`src/sv/edrs_pkg.sv`:
```
// Types, codes and defaults for the elevator disk request scheduler
package edrs_pkg;

    localparam int TABLE_DEPTH_DEF = 128;
    localparam int CYLINDERS_DEF   = 200;
    localparam int SECTORS_DEF     = 20;
    localparam int RECORDS_DEF     = 8;

    localparam logic KIND_ADD      = 1'b0;
    localparam logic KIND_SCHEDULE = 1'b1;

    localparam logic [2:0] ST_ADDED     = 3'd0;
    localparam logic [2:0] ST_RANGE     = 3'd1;
    localparam logic [2:0] ST_FULL      = 3'd2;
    localparam logic [2:0] ST_SCHEDULED = 3'd3;
    localparam logic [2:0] ST_EMPTY     = 3'd4;

    typedef struct packed {
        logic       kind;
        logic [7:0] req_id;
        logic [7:0] cylinder;
        logic [4:0] sector;
        logic [3:0] record;
    } in_t;

    typedef struct packed {
        logic [2:0] status;
        logic [7:0] sel_id;
        logic [7:0] sel_cylinder;
        logic [4:0] sel_sector;
        logic [2:0] sel_record;
        logic       moving_down;
        logic [7:0] pending;
    } out_t;

    typedef struct packed {
        logic [7:0] id;
        logic [7:0] cyl;
        logic [4:0] sec;
        logic [2:0] rec;
    } entry_t;

    typedef struct packed {
        entry_t pos;
        logic   arm_down;
        logic   first_pick;
    } head_t;

    typedef struct packed {
        logic clear;
        logic valid;
    } scan_ctl_t;

    typedef struct packed {
        entry_t ent;
        logic   arm_down;
    } choice_t;

endpackage

```
`src/sv/edrs_ram.sv`:
```
// Generic single-write, single-read RAM with registered read data
module edrs_ram #(
    parameter int WIDTH = 24,
    parameter int DEPTH = 128
) (
    input  logic                     clk,
    input  logic                     we,
    input  logic [$clog2(DEPTH)-1:0] waddr,
    input  logic [WIDTH-1:0]         wdata,
    input  logic                     re,
    input  logic [$clog2(DEPTH)-1:0] raddr,
    output logic [WIDTH-1:0]         rdata
);

    logic [WIDTH-1:0] mem [DEPTH];

    always_ff @(posedge clk)
    begin
        if (we)
        begin
            mem[waddr] <= wdata;
        end
        if (re)
        begin
            rdata <= mem[raddr];
        end
    end

endmodule

```
`src/sv/edrs_select.sv`:
```
// Candidate tracking over a table scan and final pick of the next request
module edrs_select #(
    parameter int TABLE_DEPTH = edrs_pkg::TABLE_DEPTH_DEF,
    parameter int SECTORS     = edrs_pkg::SECTORS_DEF,
    parameter int RECORDS     = edrs_pkg::RECORDS_DEF
) (
    input  logic                           clk,
    input  logic                           rst_n,
    input  edrs_pkg::scan_ctl_t            ctl,
    input  logic [$clog2(TABLE_DEPTH)-1:0] idx,
    input  edrs_pkg::entry_t               ent,
    input  edrs_pkg::head_t                head,
    output logic [$clog2(TABLE_DEPTH)-1:0] sel_idx,
    output edrs_pkg::choice_t              choice
);

    localparam int IDX_W  = $clog2(TABLE_DEPTH);
    localparam int COST_W = $clog2(256 * SECTORS + 32 * RECORDS + 16) + 1;
    localparam int ROT_W  = $clog2(32 * RECORDS + SECTORS * RECORDS + 1) + 1;

    logic [COST_W-1:0] cost;
    logic [ROT_W-1:0]  here, there, rot_dist;

    logic              f_have_reg, s_have_reg, u_have_reg, d_have_reg;
    logic [COST_W-1:0] f_cost_reg;
    logic [ROT_W-1:0]  s_dist_reg;
    logic [IDX_W-1:0]  f_idx_reg, s_idx_reg, u_idx_reg, d_idx_reg;
    edrs_pkg::entry_t  f_ent_reg, s_ent_reg, u_ent_reg, d_ent_reg, z_ent_reg;

    logic take_f, take_s, take_u, take_d;

    always_comb
    begin
        cost  = COST_W'(ent.cyl) * COST_W'(SECTORS) + COST_W'(ent.sec) * COST_W'(RECORDS)
              + COST_W'(ent.rec);
        here  = ROT_W'(head.pos.sec) * ROT_W'(RECORDS) + ROT_W'(head.pos.rec);
        there = ROT_W'(ent.sec) * ROT_W'(RECORDS) + ROT_W'(ent.rec);
        // exact head position counts as a full revolution
        if (there > here)
        begin
            rot_dist = there - here;
        end
        else
        begin
            rot_dist = ROT_W'(SECTORS * RECORDS) - (here - there);
        end
        take_f = ctl.valid && (!f_have_reg || cost < f_cost_reg);
        take_s = ctl.valid && ent.cyl == head.pos.cyl
              && (!s_have_reg || rot_dist < s_dist_reg);
        take_u = ctl.valid && ent.cyl > head.pos.cyl
              && (!u_have_reg || ent.cyl <= u_ent_reg.cyl);
        take_d = ctl.valid && ent.cyl < head.pos.cyl
              && (!d_have_reg || ent.cyl >= d_ent_reg.cyl);
    end

    always_ff @(posedge clk or negedge rst_n)
    begin
        if (!rst_n)
        begin
            f_have_reg <= 1'b0;
            s_have_reg <= 1'b0;
            u_have_reg <= 1'b0;
            d_have_reg <= 1'b0;
        end
        else if (ctl.clear)
        begin
            f_have_reg <= 1'b0;
            s_have_reg <= 1'b0;
            u_have_reg <= 1'b0;
            d_have_reg <= 1'b0;
        end
        else
        begin
            f_have_reg <= f_have_reg | take_f;
            s_have_reg <= s_have_reg | take_s;
            u_have_reg <= u_have_reg | take_u;
            d_have_reg <= d_have_reg | take_d;
        end
    end

    always_ff @(posedge clk)
    begin
        if (take_f)
        begin
            f_cost_reg <= cost;
            f_idx_reg  <= idx;
            f_ent_reg  <= ent;
        end
        if (take_s)
        begin
            s_dist_reg <= rot_dist;
            s_idx_reg  <= idx;
            s_ent_reg  <= ent;
        end
        if (take_u)
        begin
            u_idx_reg <= idx;
            u_ent_reg <= ent;
        end
        if (take_d)
        begin
            d_idx_reg <= idx;
            d_ent_reg <= ent;
        end
        if (ctl.valid && idx == '0)
        begin
            z_ent_reg <= ent;
        end
    end

    always_comb
    begin
        sel_idx         = '0;
        choice.ent      = z_ent_reg;
        choice.arm_down = head.arm_down;
        if (head.first_pick)
        begin
            sel_idx    = f_idx_reg;
            choice.ent = f_ent_reg;
        end
        else if (s_have_reg)
        begin
            sel_idx    = s_idx_reg;
            choice.ent = s_ent_reg;
        end
        else if (!head.arm_down)
        begin
            if (u_have_reg)
            begin
                sel_idx    = u_idx_reg;
                choice.ent = u_ent_reg;
            end
            else
            begin
                choice.arm_down = 1'b1;
                if (d_have_reg)
                begin
                    sel_idx    = d_idx_reg;
                    choice.ent = d_ent_reg;
                end
            end
        end
        else
        begin
            if (d_have_reg)
            begin
                sel_idx    = d_idx_reg;
                choice.ent = d_ent_reg;
            end
            else
            begin
                choice.arm_down = 1'b0;
                if (u_have_reg)
                begin
                    sel_idx    = u_idx_reg;
                    choice.ent = u_ent_reg;
                end
            end
        end
    end

endmodule

```
`src/sv/elevator_disk_request_scheduler_unit.sv`:
```
// Top level of the elevator disk request scheduler
//
//  channel  | handshake          | payload
//  ---------+--------------------+-----------------------------
//  input    | start && !busy     | item   (edrs_pkg::in_t)
//  output   | done (one cycle)   | result (edrs_pkg::out_t)
//
// An add item, a range error, a full table or an empty schedule gives its result in the
// next cycle with busy staying low. A schedule item is scanned out of the RAM in S_SCAN
// (one entry per cycle through its single read port), picked in S_PICK, with the result
// shown in the cycle after, and the gap is then closed in S_SHIFT. Reset clears the count,
// head and direction; the RAM needs no clearing.
module elevator_disk_request_scheduler_unit #(
    parameter int TABLE_DEPTH = edrs_pkg::TABLE_DEPTH_DEF,
    parameter int CYLINDERS   = edrs_pkg::CYLINDERS_DEF,
    parameter int SECTORS     = edrs_pkg::SECTORS_DEF,
    parameter int RECORDS     = edrs_pkg::RECORDS_DEF
) (
    input  logic            clk,
    input  logic            rst_n,
    input  logic            start,
    input  edrs_pkg::in_t   item,
    output logic            busy,
    output logic            done,
    output edrs_pkg::out_t  result
);

    localparam int IDX_W = $clog2(TABLE_DEPTH);
    localparam int CNT_W = $clog2(TABLE_DEPTH + 1);

    typedef enum logic [3:0] {
        S_IDLE  = 4'b0001,
        S_SCAN  = 4'b0010,
        S_PICK  = 4'b0100,
        S_SHIFT = 4'b1000
    } state_t;

    state_t              state_reg, state_next;
    logic [CNT_W-1:0]    count_reg, count_next;
    logic [CNT_W-1:0]    ptr_reg, ptr_next;
    logic                rv_reg, rv_next;
    logic [IDX_W-1:0]    rv_idx_reg, rv_idx_next;
    edrs_pkg::head_t     head_reg, head_next;
    logic                done_reg, done_next;
    edrs_pkg::out_t      result_reg, result_next;

    logic                we, re;
    logic [IDX_W-1:0]    waddr, raddr;
    edrs_pkg::entry_t    wdata, rdata;
    edrs_pkg::scan_ctl_t sctl;
    logic [IDX_W-1:0]    sel_idx;
    edrs_pkg::choice_t   choice;
    logic                accept, bad_range;
    logic [CNT_W-1:0]    last;

    edrs_ram #(
        .WIDTH ($bits(edrs_pkg::entry_t)),
        .DEPTH (TABLE_DEPTH)
    ) u_ram (
        .clk   (clk),
        .we    (we),
        .waddr (waddr),
        .wdata (wdata),
        .re    (re),
        .raddr (raddr),
        .rdata (rdata)
    );

    edrs_select #(
        .TABLE_DEPTH (TABLE_DEPTH),
        .SECTORS     (SECTORS),
        .RECORDS     (RECORDS)
    ) u_select (
        .clk     (clk),
        .rst_n   (rst_n),
        .ctl     (sctl),
        .idx     (rv_idx_reg),
        .ent     (rdata),
        .head    (head_reg),
        .sel_idx (sel_idx),
        .choice  (choice)
    );

    assign busy   = (state_reg != S_IDLE);
    assign done   = done_reg;
    assign result = result_reg;
    assign accept = start && !busy;
    assign last   = count_reg - CNT_W'(1);

    assign bad_range = (32'(item.cylinder) >= CYLINDERS) || (32'(item.sector) >= SECTORS)
                    || (32'(item.record) >= RECORDS);

    always_comb
    begin
        state_next  = state_reg;
        count_next  = count_reg;
        ptr_next    = ptr_reg;
        head_next   = head_reg;
        done_next   = 1'b0;
        result_next = result_reg;
        we          = 1'b0;
        waddr       = count_reg[IDX_W-1:0];
        wdata       = '{id: item.req_id, cyl: item.cylinder, sec: item.sector,
                        rec: item.record[2:0]};
        re          = 1'b0;
        raddr       = ptr_reg[IDX_W-1:0];
        sctl.clear  = 1'b0;
        sctl.valid  = 1'b0;

        case (state_reg)
            S_IDLE:
            begin
                if (accept)
                begin
                    done_next               = 1'b1;
                    result_next             = '0;
                    result_next.moving_down = head_reg.arm_down;
                    result_next.pending     = 8'(count_reg);
                    if (item.kind == edrs_pkg::KIND_ADD)
                    begin
                        if (bad_range)
                        begin
                            result_next.status = edrs_pkg::ST_RANGE;
                        end
                        else if (count_reg >= CNT_W'(TABLE_DEPTH))
                        begin
                            result_next.status = edrs_pkg::ST_FULL;
                        end
                        else
                        begin
                            we                  = 1'b1;
                            count_next          = count_reg + CNT_W'(1);
                            result_next.status  = edrs_pkg::ST_ADDED;
                            result_next.pending = 8'(count_next);
                        end
                    end
                    else if (count_reg == '0)
                    begin
                        result_next.status = edrs_pkg::ST_EMPTY;
                    end
                    else
                    begin
                        done_next  = 1'b0;
                        sctl.clear = 1'b1;
                        ptr_next   = '0;
                        state_next = S_SCAN;
                    end
                end
            end
            S_SCAN:
            begin
                sctl.valid = rv_reg;
                if (ptr_reg < count_reg)
                begin
                    re       = 1'b1;
                    ptr_next = ptr_reg + CNT_W'(1);
                end
                if (rv_reg && rv_idx_reg == last[IDX_W-1:0])
                begin
                    state_next = S_PICK;
                end
            end
            S_PICK:
            begin
                head_next.pos        = choice.ent;
                head_next.arm_down   = choice.arm_down;
                head_next.first_pick = 1'b0;
                count_next           = last;
                ptr_next             = CNT_W'(sel_idx) + CNT_W'(1);
                done_next            = 1'b1;
                result_next          = '{status: edrs_pkg::ST_SCHEDULED,
                                         sel_id: choice.ent.id,
                                         sel_cylinder: choice.ent.cyl,
                                         sel_sector: choice.ent.sec,
                                         sel_record: choice.ent.rec,
                                         moving_down: choice.arm_down,
                                         pending: 8'(last)};
                state_next           = S_SHIFT;
            end
            S_SHIFT:
            begin
                // read one above, write back one below
                if (ptr_reg <= count_reg)
                begin
                    re       = 1'b1;
                    ptr_next = ptr_reg + CNT_W'(1);
                end
                if (rv_reg)
                begin
                    we    = 1'b1;
                    waddr = rv_idx_reg - IDX_W'(1);
                    wdata = rdata;
                end
                if (ptr_reg > count_reg && !rv_reg)
                begin
                    state_next = S_IDLE;
                end
            end
            default:
            begin
                state_next = S_IDLE;
            end
        endcase

        rv_next     = re;
        rv_idx_next = re ? raddr : rv_idx_reg;
    end

    always_ff @(posedge clk or negedge rst_n)
    begin
        if (!rst_n)
        begin
            state_reg <= S_IDLE;
            count_reg <= '0;
            ptr_reg   <= '0;
            rv_reg    <= 1'b0;
            head_reg  <= '{pos: '0, arm_down: 1'b0, first_pick: 1'b1};
            done_reg  <= 1'b0;
        end
        else
        begin
            state_reg <= state_next;
            count_reg <= count_next;
            ptr_reg   <= ptr_next;
            rv_reg    <= rv_next;
            head_reg  <= head_next;
            done_reg  <= done_next;
        end
    end

    always_ff @(posedge clk)
    begin
        rv_idx_reg <= rv_idx_next;
        result_reg <= result_next;
    end

endmodule

```
`config.mk`:
```
export PLATFORM = sky130hd
export DESIGN_NAME = elevator_disk_request_scheduler_unit
export DESIGN_NICKNAME = d
export VERILOG_FILES = /design/src/sv/edrs_pkg.sv /design/src/sv/edrs_ram.sv /design/src/sv/edrs_select.sv /design/src/sv/elevator_disk_request_scheduler_unit.sv
export SDC_FILE = /design/constraint.sdc
export NUM_CORES = 2
export LEC_CHECK = 0
export BUFFER_PORTS_ARGS = -buffer_cell sky130_fd_sc_hd__buf_2
export CORE_ASPECT_RATIO = 0.75
export CORE_MARGIN = 2
export CORE_UTILIZATION = 39
export CTS_BUF_LIST = sky130_fd_sc_hd__clkbuf_4
export DETAILED_ROUTE_END_ITERATION = 10
export GPL_TIMING_DRIVEN = 1
export PLACE_DENSITY = 0.57
export SETUP_SLACK_MARGIN = 0.15
export SLEW_MARGIN = 20
export SYNTH_ARGS = -nofsm -noshare
export SYNTH_HDL_FRONTEND = slang
export SYNTH_HIERARCHICAL = 1
export SYNTH_SLANG_ARGS = --single-unit
```
`constraint.sdc`:
```
create_clock -name clk -period 13.6 [get_ports clk]
set_clock_uncertainty 0.2 [all_clocks]
set_input_delay 2.72 -clock clk [delete_from_list [all_inputs] [get_ports clk]]
set_output_delay 2.72 -clock clk [all_outputs]
set_load 0.005 [all_outputs]
```
## Yosys cells after proc, flatten, opt, wreduce, memory -nomap -nowiden

Memory sizes are Yosys's and may differ from the RTL's. A register that Yosys moved wholly into a read port is not among the register bits.
Index checks and enable logic that the tools add are counted.

- RAM bits: 3,072
- Flip-flop bits (word level): 259
- Memories: 1
- Output and inout port bits: 38
- Input port bits: 29

- Reduce and logical (&&, ||, !) cells: 30
- Bitwise gates (word level): 4
- Order comparisons: 14
- Eq/ne operators: 14
- Multiplexer cells: 70
- Multipliers: 1
- Add/sub/neg operators: 12

Memories:

| name | depth | bits a word | read ports | clocked after Yosys merged registers in | wr ports | line | RTL |
|---|---|---|---|---|---|---|---|
| u_ram.mem | 128 | 24 | 1 | 1 | 1 | edrs_ram.sv:15 | `logic [WIDTH-1:0] mem [DEPTH];` |

Operator list:

| cell | count |
|---|---|
| 24-bit 2-to-1 mux | 8 |
| 8-bit 2-to-1 mux | 9 |
| 36-bit case mux with 2 select lines | 1 |
| 7-bit 2-to-1 mux | 9 |
| 36-bit 2-to-1 mux | 1 |
| 8-bit case mux with 4 select lines | 1 |
| 1-bit 2-to-1 mux | 25 |
| 25-bit 2-to-1 mux | 1 |
| 4-bit 2-to-1 mux | 5 |
| 10-bit subtractor | 2 |
| 8-bit by 3-bit adder with 9-bit output | 2 |
| 8-bit by 1-bit adder with 8-bit output, second input constant | 2 |
| 8-bit >= comparator, second input constant | 2 |
| 8-bit greater-than comparator | 2 |
| 8-bit <= comparator | 2 |
| 8-bit < comparator | 2 |
| 4-bit case mux with 4 select lines | 1 |
| 8-bit case mux with 2 select lines | 1 |
| 13-bit by 8-bit adder with 14-bit output | 1 |
| 14-bit by 3-bit adder with 14-bit output | 1 |
| 14-bit < comparator | 1 |
| 2-bit != test, second input constant | 7 |
| 1-bit logical AND | 11 |
| 8-bit by 3-bit multiplier with 11-bit output, second input constant | 1 |
| other kinds (30) | 47 |

## Depth between registers and ports, before layout

- Depth in word-level cells: 9
- Depth in mapped cells: 18

## By module

The synthesis kept the hierarchy.

By module, submodules not included:

| module | instances | area an instance (um2) | cells an instance | seq. area each (um2) |
|---|---|---|---|---|
| edrs_ram | 1 | 117,621.6 | 4,538 | 92,969.2 |
| edrs_select | 1 | 8,707.1 | 671 | 5,205.0 |
| elevator_disk_request_scheduler_unit | 1 | 4,907.2 | 444 | 2,494.9 |

## Least setup slack after synthesis

OpenSTA, ideal clock, no wires.

- Path type: input to register
- Start: in item[14] in the netlist's numbering
- End: mem u_ram.mem[98][0], enable pin
- Arrival time: 5.916 ns
- Buffers on the path: 1
- Required time: 12.965 ns
- Setup time: 0.435 ns
- Setup slack: 7.049 ns
- Stages: 7
- Path through: o311a_1 nor4_4 nand4_1 nand2_1 clkbuf_1 nand4_1 nor3_1

- Cells in the longest elaborated chain, start to end: 9

RTL lines:

| item | line | RTL |
|---|---|---|
| start, declared | elevator_disk_request_scheduler_unit.sv:22 | `input edrs_pkg::in_t item,` |
| 8-bit >= comparator | elevator_disk_request_scheduler_unit.sv:90 | `assign bad_range = (32'(item.cylinder) >= CYLINDERS) \|\| (32'(item.sector) >= SECTORS)` |
| 1-bit logical OR | elevator_disk_request_scheduler_unit.sv:90 |  |
| 1-bit logical OR | elevator_disk_request_scheduler_unit.sv:91 | `\|\| (32'(item.record) >= RECORDS);` |
| 1-bit 2-to-1 mux | elevator_disk_request_scheduler_unit.sv:121 | `if (bad_range)` |
| 1-bit 2-to-1 mux | elevator_disk_request_scheduler_unit.sv:119 | `if (item.kind == edrs_pkg::KIND_ADD)` |
| 1-bit 2-to-1 mux | elevator_disk_request_scheduler_unit.sv:113 | `if (accept)` |
| 1-bit case mux with 2 select lines | elevator_disk_request_scheduler_unit.sv:110 | `case (state_reg)` |
| via we | elevator_disk_request_scheduler_unit.sv:47 | `logic we, re;` |
| 1-bit 2-to-1 mux | edrs_ram.sv:19 | `if (we)` |
| 1-bit 2-to-1 mux (implied by the code) | edrs_ram.sv:21 | `mem[waddr] <= wdata;` |
| end, declared | edrs_ram.sv:15 |  |

The timed path passes the listed nets, and every way through them passes these cells.

## Worst setup path in the final report

- Start: in item[14] in the netlist's numbering
- End: mem u_ram.mem[52][8], enable pin

The elaborated chain is that of the path after synthesis.

==> run metrics <==
Area growth syn-to-layout 12.9%; global-route wire length before repair just over 500000 um; Critical Path Most Common Cell nand2_1; Cells after DPL 10000; routed wire length ~370000 um; max_cap viols 0; multi-input logic area 0.0302 mm^2; Critical Path RT 14.39 ns; Worst Setup Path Type primary input to flip-flop; Post-Layout Cell Count approximately 11000; CTS root buffer clkbuf_4; Worst R2R End u_ram/rdata[6]$_DFFE_PP_; # IOs 67; most used routing layer met1; DR WL/cell about 33 um; commonest non-fill, non-tap cell in the layout edfxtp_1; Worst VDD drop 0.000101 V; register area 0.100 mm^2; Fill cells 28400; CP arrival 7.61 ns; post-cts sizing count 0; Longest Clk Path Bufs 4; Power Dens Cells around 150 mW/mm^2; CP endpoint kind flip-flop; CTS tree yes; DRC Markers 0; routed vias/inst between 5 and 6; CTS Hold Bufs 0; min Tclk post-route 6.82 ns; initial core utilization 0.391; H-Tree Depth 6; Max FO, Critical Path 24; hold path startpoint head_reg[3]$_DFFE_PN0P_; Tcrit/Tclk final 0.502; most frequent cells in the layout 3309 x edfxtp_1, 1123 x clkbuf_4, 1008 x mux4_2, 172 x clkinv_1, 115 x nor2_4; vias in the first global route 63900; synthesized cell area 0.131 mm^2; largest delay contributor family on the critical path simple AND/OR/NAND/NOR gates; met1 usage 0.338; reg2reg setup slack between 7 and 8 ns; Buf+Inv Stages, Crit Path 2; HP Class flip-flop to flip-flop; Final ANT Viol Nets 0; Final Cell Area 0.148 mm^2; startpoint types primary input; share of cells above drive strength 1 0.380; GRT overflow 0; CTS Buf Count 788; Vias 66000; Core Area approximately 0.33 mm^2; met3 usage 0.0736; Nets 6469; RePlAce Congestion 0.846; Clk pin slew, worst setup/hold paths 0.07 ns; total track usage 0.217; max-slew violation count 0; Final Hold Viols 0; Slew headroom 0.211; initial antenna violation count 95; Static Leakage 45.2 nW; Crit path largest cell delay 0.91 ns; Largest register FFs 3072; Die Span X 673 um; Cell Chain, Critical Path buf_2, o311a_1, nor4_4, nand4_1, nand2_1, nor2b_1, nand2_1, buf_4, nor2_4; syn avg cell area 23.2 um^2; RR Startpoint ptr_reg[0]$_DFFE_PN0P_; Min Hold Slack 0.281 ns; 1st-pass router iterations 5; Max Freq 147 MHz; clock sinks approximately 3400; yosys warns 6; Setup Buffers After CTS 0; Setup violations, final 0; Slew @ Worst Pin roughly 1.2 ns; met2 GRT Util 0.294; setup TNS 0 ns; largest net degree at the start of global routing around 150; hold endpoint head_reg[3]$_DFFE_PN0P_; Buffers on Ports between 60 and 70; RSZ-0062 raised after global routing no; Mapped Cells 5637; First DRT Iteration DRCs around 10000; Site Rows 184; Clk Latency, worst-skew pair 1.42 ns; critical path's slowest cell nand2_1; placed inst area 0.138 mm^2; DPL Wire Length 231000 um; DIE AREA 0.341 mm^2; die span in y 506 um; hold path depth 1; R2R depth 7; status finished, final reports clean
==> metrics by stage <==
step                      power (mW)  utilization  setup slack [ns]
after floorplan                 13.4            -              7.05
after global placement          14.5        0.412              5.49
after detailed placement        14.5        0.412              5.45
after CTS                       22.6        0.441              7.00
after global routing            23.2        0.442              6.90
final                           22.4        0.442              6.78
==> worst register-to-register path, stage by stage, from the launching register on <==
cell and delay [ns]:
dfrtp_4 0.99, buf_4 0.73, buf_4 0.70, buf_4 0.71, mux4_2 0.67, mux4_2 0.57, mux4_2 0.63, mux2_2 0.31
==> layout make-up <==
| class | count | share of cell area |
|---|---|---|
| diodes | 20 | 0.000338 |
| clock buffers | 1123 | 0.0570 |
| clock inverters | 245 | 0.00986 |
| inverters | 91 | 0.00231 |
| multi-input cells | 1912 | 0.204 |
| flip-flops and latches | 3353 | 0.679 |
| well taps | 4464 | 0.0378 |
| repair buffers | 191 | 0.00963 |
==> worst max-delay path by stage <==
stage	from	end	slack (ns)	cells after the start
finish	item[14]	u_ram/mem[52][8]$_DFFE_PP_	6.78	9
global route	item[14]	u_ram/mem[52][10]$_DFFE_PP_	6.90	9
CTS	item[14]	u_ram/mem[52][8]$_DFFE_PP_	7.00	9
detailed placement	item[14]	u_ram/mem[52][2]$_DFFE_PP_	5.45	9
global placement	item[14]	u_ram/mem[52][16]$_DFFE_PP_	5.49	9
floorplan	item[14]	u_ram/mem[98][0]$_DFFE_PP_	7.05	7
==> power by group <==
part / internal (mW) / switching, mW
combinational: 1.10 / 1.73
sequential: 11.4 / 0.0787
clock: 4.08 / 4.02
total: 16.6 / 5.82
==> per-layer routing <==
metal	share of wire	routed length (um)
met5	0.00037	140
met4	0.017	6410
met3	0.13	50500
met2	0.42	158000
met1	0.43	160000
(Power assumes the default switching activity.)
